`src/hdl/bas_pkg.sv`:
```
`timescale 1ns / 1ps

package bas_pkg;

    // operation selector width
    localparam int FUNC_W = 2;

    // operation codes
    typedef enum logic [FUNC_W-1:0] {
        FUNC_ADD = 2'd0,
        FUNC_SUB = 2'd1,
        FUNC_MUL = 2'd2,
        FUNC_DIV = 2'd3
    } t_func;

endpackage

```
`src/hdl/bas_step.sv`:
```
`timescale 1ns / 1ps

// one pipeline stage: one shift-add multiply step and one restoring divide step
module bas_step import bas_pkg::*; #(
    parameter int WIDTH = 8,
    parameter int STEP  = 0
) (
    input  logic               i_clk,
    input  logic               i_rst_n,
    input  logic               i_valid,
    output logic               o_ready,
    input  t_func              i_func,
    input  logic [WIDTH-1:0]   i_a,
    input  logic [WIDTH-1:0]   i_b,
    input  logic [2*WIDTH-1:0] i_acc,
    input  logic [WIDTH-1:0]   i_rem,
    input  logic [WIDTH-1:0]   i_quo,
    output logic               o_valid,
    input  logic               i_ready,
    output t_func              o_func,
    output logic [WIDTH-1:0]   o_a,
    output logic [WIDTH-1:0]   o_b,
    output logic [2*WIDTH-1:0] o_acc,
    output logic [WIDTH-1:0]   o_rem,
    output logic [WIDTH-1:0]   o_quo
);

    logic               r_valid;
    t_func              r_func;
    logic [WIDTH-1:0]   r_a;
    logic [WIDTH-1:0]   r_b;
    logic [2*WIDTH-1:0] r_acc;
    logic [WIDTH-1:0]   r_rem;
    logic [WIDTH-1:0]   r_quo;

    logic [2*WIDTH-1:0] n_acc;
    logic [WIDTH-1:0]   n_rem;
    logic [WIDTH-1:0]   n_quo;
    logic [WIDTH:0]     w_part;
    logic [WIDTH:0]     w_diff;
    logic               w_ge;

    // stage can take a beat when empty or when its content moves on
    assign o_ready = !r_valid || i_ready;

    // multiply: add the shifted multiplicand when this multiplier bit is set
    always_comb begin
        n_acc = i_acc;
        if (i_a[STEP]) begin
            n_acc = i_acc + ({{WIDTH{1'b0}}, i_b} << STEP);
        end
    end

    // divide: bring down the next dividend bit, subtract when it fits
    always_comb begin
        w_part = {i_rem, i_a[WIDTH-1-STEP]};
        w_diff = w_part - {1'b0, i_b};
        w_ge   = (w_part >= {1'b0, i_b});
        n_rem  = w_ge ? w_diff[WIDTH-1:0] : w_part[WIDTH-1:0];
        n_quo  = {i_quo[WIDTH-2:0], w_ge};
    end

    // valid bit
    always_ff @(posedge i_clk) begin
        if (!i_rst_n) begin
            r_valid <= 1'b0;
        end else if (o_ready) begin
            r_valid <= i_valid;
        end
    end

    // payload
    always_ff @(posedge i_clk) begin
        if (o_ready && i_valid) begin
            r_func <= i_func;
            r_a    <= i_a;
            r_b    <= i_b;
            r_acc  <= n_acc;
            r_rem  <= n_rem;
            r_quo  <= n_quo;
        end
    end

    assign o_valid = r_valid;
    assign o_func  = r_func;
    assign o_a     = r_a;
    assign o_b     = r_b;
    assign o_acc   = r_acc;
    assign o_rem   = r_rem;
    assign o_quo   = r_quo;

endmodule

```
`src/hdl/byte_add_sub_mul_div_unit_top.sv`:
```
`timescale 1ns / 1ps

// Unsigned arithmetic unit on two WIDTH-bit operands: add, subtract (wrapping),
// shift-add multiply (product split over result low and high) and restoring
// divide (quotient low, remainder high). A zero divisor raises div_by_zero and
// gives an all-ones quotient with the remainder equal to the dividend. One beat
// is taken every cycle unless backpressure stalls the chain; each beat passes
// WIDTH step stages (one multiply step and one divide step each) plus an output
// register. Every stage holds its beat under backpressure and bubbles close up.
module byte_add_sub_mul_div_unit_top import bas_pkg::*; #(
    parameter int WIDTH = 8
) (
    input  logic                              i_clk,
    input  logic                              i_rst_n,
    input  logic                              s_axis_tvalid,
    output logic                              s_axis_tready,
    // operand_a, operand_b, zero pad
    input  logic [((2*WIDTH+7)/8)*8-1:0]      s_axis_tdata,
    // func
    input  logic [FUNC_W-1:0]                 s_axis_tuser,
    output logic                              m_axis_tvalid,
    input  logic                              m_axis_tready,
    // result_low, result_high, zero pad
    output logic [((2*WIDTH+7)/8)*8-1:0]      m_axis_tdata,
    // div_by_zero
    output logic                              m_axis_tuser
);

    localparam int OUT_W = ((2*WIDTH+7)/8)*8;

    // step chain, index 0 is the input side
    logic               w_valid [0:WIDTH];
    logic               w_ready [0:WIDTH];
    t_func              w_func  [0:WIDTH];
    logic [WIDTH-1:0]   w_a     [0:WIDTH];
    logic [WIDTH-1:0]   w_b     [0:WIDTH];
    logic [2*WIDTH-1:0] w_acc   [0:WIDTH];
    logic [WIDTH-1:0]   w_rem   [0:WIDTH];
    logic [WIDTH-1:0]   w_quo   [0:WIDTH];

    logic               r_out_valid;
    logic [WIDTH-1:0]   r_lo;
    logic [WIDTH-1:0]   r_hi;
    logic               r_dz;
    logic [WIDTH-1:0]   n_lo;
    logic [WIDTH-1:0]   n_hi;
    logic               n_dz;

    // input beat enters the first step stage
    assign w_valid[0]    = s_axis_tvalid;
    assign s_axis_tready = w_ready[0];
    assign w_func[0]     = t_func'(s_axis_tuser);
    assign w_a[0]        = s_axis_tdata[WIDTH-1:0];
    assign w_b[0]        = s_axis_tdata[2*WIDTH-1:WIDTH];
    assign w_acc[0]      = '0;
    assign w_rem[0]      = '0;
    assign w_quo[0]      = '0;

    genvar k;
    generate
        for (k = 0; k < WIDTH; k++) begin : g_step
            bas_step #(
                .WIDTH (WIDTH),
                .STEP  (k)
            ) u_step (
                .i_clk   (i_clk),
                .i_rst_n (i_rst_n),
                .i_valid (w_valid[k]),
                .o_ready (w_ready[k]),
                .i_func  (w_func[k]),
                .i_a     (w_a[k]),
                .i_b     (w_b[k]),
                .i_acc   (w_acc[k]),
                .i_rem   (w_rem[k]),
                .i_quo   (w_quo[k]),
                .o_valid (w_valid[k+1]),
                .i_ready (w_ready[k+1]),
                .o_func  (w_func[k+1]),
                .o_a     (w_a[k+1]),
                .o_b     (w_b[k+1]),
                .o_acc   (w_acc[k+1]),
                .o_rem   (w_rem[k+1]),
                .o_quo   (w_quo[k+1])
            );
        end
    endgenerate

    // output register takes a beat when empty or when the sink takes its beat
    assign w_ready[WIDTH] = !r_out_valid || m_axis_tready;

    // result select
    always_comb begin
        n_lo = '0;
        n_hi = '0;
        n_dz = 1'b0;
        case (w_func[WIDTH])
            FUNC_ADD: begin
                n_lo = w_a[WIDTH] + w_b[WIDTH];
            end
            FUNC_SUB: begin
                n_lo = w_a[WIDTH] - w_b[WIDTH];
            end
            FUNC_MUL: begin
                n_lo = w_acc[WIDTH][WIDTH-1:0];
                n_hi = w_acc[WIDTH][2*WIDTH-1:WIDTH];
            end
            default: begin
                n_lo = w_quo[WIDTH];
                n_hi = w_rem[WIDTH];
                n_dz = (w_b[WIDTH] == '0);
            end
        endcase
    end

    // output valid
    always_ff @(posedge i_clk) begin
        if (!i_rst_n) begin
            r_out_valid <= 1'b0;
        end else if (w_ready[WIDTH]) begin
            r_out_valid <= w_valid[WIDTH];
        end
    end

    // output payload
    always_ff @(posedge i_clk) begin
        if (w_ready[WIDTH] && w_valid[WIDTH]) begin
            r_lo <= n_lo;
            r_hi <= n_hi;
            r_dz <= n_dz;
        end
    end

    assign m_axis_tvalid = r_out_valid;
    assign m_axis_tdata  = OUT_W'({r_hi, r_lo});
    assign m_axis_tuser  = r_dz;

endmodule

```
`config.mk`:
```
export PLATFORM = sky130hd
export DESIGN_NAME = byte_add_sub_mul_div_unit_top
export DESIGN_NICKNAME = d
export VERILOG_FILES = /design/src/hdl/bas_pkg.sv /design/src/hdl/bas_step.sv /design/src/hdl/byte_add_sub_mul_div_unit_top.sv
export SDC_FILE = /design/constraint.sdc
export NUM_CORES = 1
export LEC_CHECK = 0
export ABC_AREA = 0
export BUFFER_PORTS_ARGS = -buffer_cell sky130_fd_sc_hd__buf_2
export CORE_ASPECT_RATIO = 2
export CORE_MARGIN = 2
export CORE_UTILIZATION = 30
export CTS_CLUSTER_DIAMETER = 200
export DETAILED_ROUTE_END_ITERATION = 8
export HOLD_SLACK_MARGIN = 0.08
export SYNTH_ARGS = -nofsm -noshare
export SYNTH_HDL_FRONTEND = slang
export SYNTH_SLANG_ARGS = --single-unit
```
`constraint.sdc`:
```
create_clock -name i_clk -period 7.14 [get_ports i_clk]
set_input_delay 1.428 -clock i_clk [delete_from_list [all_inputs] [get_ports i_clk]]
set_output_delay 1.428 -clock i_clk [all_outputs]
set_load 0.02 [all_outputs]
```
==> flow_summary.json <==
{
  "combPwrFrac": 0.053,
  "grt_max_degree": 51,
  "grt_pass1_vias": 11700,
  "fillCellCount": 5815,
  "avgRoutedWirePerCell_um": 16.8,
  "grt_overflow_total": 0,
  "die_w_um": 179,
  "synth_enable_flop_cells": 360,
  "dp_cells": 2185,
  "crit_path_max_fanout": 6,
  "slew_headroom": 0.242,
  "io_buffers": 40,
  "route.detailed.drc": 0,
  "multiInputGateArea_um2": 6850,
  "ctsResizeCount": 0,
  "seq_area_um2": 11000,
  "tightest_slew_ns": 1.14,
  "timing.rr.end": "r_lo[6]$_DFFE_PP_",
  "worstSetupPathType": "in2out",
  "die_area_um2": 63400,
  "synth_cell_types": 53,
  "core_um2": 60700,
  "cap_violations": 0,
  "arrival_ns": 3.23,
  "p_clk_frac": 0.432,
  "p_seq_frac": 0.515,
  "finalCritPeriodShare": 0.653,
  "die_height_um": 354,
  "slew_violations": 0,
  "via_per_inst": 4.87,
  "synth_area_um2": 18400,
  "numClockSinks": 369,
  "critPathLaunch": "m_axis_tready",
  "netSwitchingFraction": 0.214,
  "insertion_delay_ns": 0.54,
  "postSynth.asyncResetShare": 0,
  "period_minus_slack_ns": 4.66,
  "grt_pass1_wl_um": 59800,
  "p_int_mw": 3.70,
  "cts_tree": "yes",
  "power_density_nw_per_um2": 226,
  "crit_required_ns": 5.71,
  "tns_ns": 0,
  "ys_seq_area_frac": 0.598,
  "post-place-ws_ns": 2.49,
  "clk_transition_reported_paths_ns": 0.06,
  "clockBufferDepth": 3,
  "final-setup-viol-count": 0,
  "final-hold-violation-count": 0,
  "synth_top_area_share": 0.588,
  "synth_flop_cell": "edfxtp_1",
  "p_leak_nw": 7.56,
  "drt_first_pass_iters": 8,
  "ir_drop_mv": 0.139,
  "nets": 1603,
  "antenna_left": 0,
  "std_cell_rows": 128,
  "syn_inst": 1381,
  "drive_above_1_share": 0.134,
  "r2r_cells": 8,
  "num_antenna_cells": 0,
  "first_iter_violations": 561,
  "clock-root-buffer": "clkbuf_16",
  "yosys-top-cells-area": "edfxtp_1, ha_1, mux2_2",
  "r2r_start": "g_step[7].u_step.o_func[1]$_DFFE_PP_",
  "reg2reg_slack_ns": 3.78,
  "hp-class": "reg2reg",
  "start_kind": "input pin",
  "synth.avg_cell_area_um2": 13.3,
  "dp_hpwl_um": 29400,
  "skew_ns": 0.0146,
  "final.setup.worst_slack_ns": 2.48,
  "synth_top_area_cell": "edfxtp_1",
  "vias": 11000,
  "switchingPower_mw": 1.01,
  "globalplace.congestion": 0.902,
  "status": "completed",
  "ys_seq_elements": 369,
  "synth_fp_nets": 1539,
  "hold_buffers": 0,
  "routed_wl_um": 37800,
  "ioPinCount": 41,
  "cts_htree_levels": 2,
  "cts_setup_buffers": 0,
  "track_usage": 0.121,
  "rsz0062_at_grt": "false",
  "initial_core_util": 0.303,
  "cp-end-kind": "primary output",
  "fmaxAchievable_ghz": 0.215,
  "final_cells": 2254,
  "grt_antenna_before_repair": 0,
  "hold_depth": 0,
  "yosys_warnings": 0,
  "area_growth_pct": 13.5,
  "numCtsBuffers": 38,
  "endpoint": "s_axis_tready"
}
-- through the flow --
stage	power, mW	util	hold WS, ns	instance area [um2]
6_report	4.71	0.344	0.409	20900
5_1_grt	4.88	0.344	0.420	20900
4_1_cts	4.76	0.344	0.410	20900
3_5_place_dp	2.72	0.322	0.405	19600
3_3_place_gp	2.71	0.322	0.402	19600
2_1_floorplan	2.65	-	0.400	18400
-- worst max-delay path: stages --
cell and delay, ns:
buf_2 0.11, and4b_1 0.43, and3_1 0.39, and3_1 0.46, nand3_1 0.20, buf_2 0.21
-- routing by layer --
layer  track usage  vias to the layer above  share of wire  wire [um]
met5             0                        -              0          0
met4        0.0917                        0          0.081       3080
met1        0.0961                     5248           0.30      11200
met3        0.0171                      131          0.029       1110
met2         0.250                      242           0.59      22400
li1              -                     5360              -          -
-- synth_stat cells (13+ instances only) --
library cell,number
a211oi_1,20
a21boi_0,13
a21oi_1,70
edfxtp_1,360
fa_1,15
ha_1,121
inv_1,131
mux2_2,71
mux2i_1,43
nand3_1,14
nand4_1,21
nor2_1,91
nor2b_1,54
nor3_1,13
o21a_1,20
o21ai_0,75
o31a_1,15
o31ai_1,14
xnor2_1,32
-- layout make-up --
| cell class | instances | area share |
|---|---|---|
| inverter | 132 | 0.0238 |
| clock inverter | 26 | 0.0131 |
| sequential | 369 | 0.527 |
| clock buffer | 43 | 0.0489 |
| multi-input combinational | 857 | 0.328 |
| tap | 780 | 0.0468 |
| timing repair buffer | 47 | 0.0121 |
-- state kept, by name (all words and copies together), names as in the netlist --
register and flops:
g_step.u_step.o_rem 64, g_step.u_step.o_b 64, g_step.u_step.o_valid 8, m_axis_tvalid 1, m_axis_tuser 1, g_step.u_step.o_a 64
g_step.u_step.o_quo 36, r_hi 8, g_step.u_step.o_acc 99, g_step.u_step.o_func 16, r_lo 8
-- cell families (layout without fill, tap and decap cells) --
group / after synthesis / in the layout / synth area share
flip-flops: 369 / 369 / 0.598
AO/OA/AOI/OAI: 290 / 290 / 0.101
AND/OR/NAND/NOR: 280 / 280 / 0.0841
buffers and inverters: 155 / 248 / 0.0338
adder cells (fa/ha/maj): 136 / 136 / 0.0987
multiplexers: 114 / 114 / 0.0669
XOR/XNOR: 37 / 37 / 0.0176
-- cells in the final DEF (no fill, tap or decap), drive strengths merged, types with 6 or more instances in the layout --
cell,n
nand3b,7
mux2,71
clkbuf,43
a21boi,13
a31oi,8
o2111ai,7
nor2,91
o31a,15
nand4,21
or4b,6
buf,47
or4,10
fa,15
a21oi,70
o211ai,11
nand2,9
dfxtp,9
a21o,10
inv,136
mux2i,43
o21ai,76
o311ai,13
xnor2,32
ha,121
nand3,14
nor3b,10
o31ai,14
nand2b,9
a211oi,20
or3,9
edfxtp,360
nor3,13
o21a,20
nor2b,54
and2,10
clkinv,13
-- power by group through the flow --
| stage | clock network [mW] | registers (mW) | logic, mW |
|---|---|---|---|
| 4_1_cts | 2.09 | 2.43 | 0.251 |
| 3_5_place_dp | 0 | 2.47 | 0.249 |
| 3_3_place_gp | 0 | 2.47 | 0.240 |
| 6_report | 2.03 | 2.43 | 0.250 |
| 2_1_floorplan | 0 | 2.47 | 0.189 |
| 5_1_grt | 2.17 | 2.43 | 0.279 |
-- worst min-delay path by stage --
stage / start / endpoint / slack [ns]
3_5_place_dp: g_step[2].u_step.o_a[2]$_DFFE_PP_ / g_step[3].u_step.o_a[2]$_DFFE_PP_ / 0.40
4_1_cts: g_step[4].u_step.o_quo[3]$_DFFE_PP_ / g_step[5].u_step.o_quo[4]$_DFFE_PP_ / 0.41
3_3_place_gp: g_step[6].u_step.o_quo[1]$_DFFE_PP_ / g_step[7].u_step.o_quo[2]$_DFFE_PP_ / 0.40
5_1_grt: g_step[2].u_step.o_a[1]$_DFFE_PP_ / g_step[3].u_step.o_a[1]$_DFFE_PP_ / 0.42
6_report: g_step[4].u_step.o_quo[3]$_DFFE_PP_ / g_step[5].u_step.o_quo[4]$_DFFE_PP_ / 0.41
2_1_floorplan: g_step[0].u_step.o_a[0]$_DFFE_PP_ / g_step[1].u_step.o_a[0]$_DFFE_PP_ / 0.40
No activity file was read; power rests on OpenSTA's default activity.
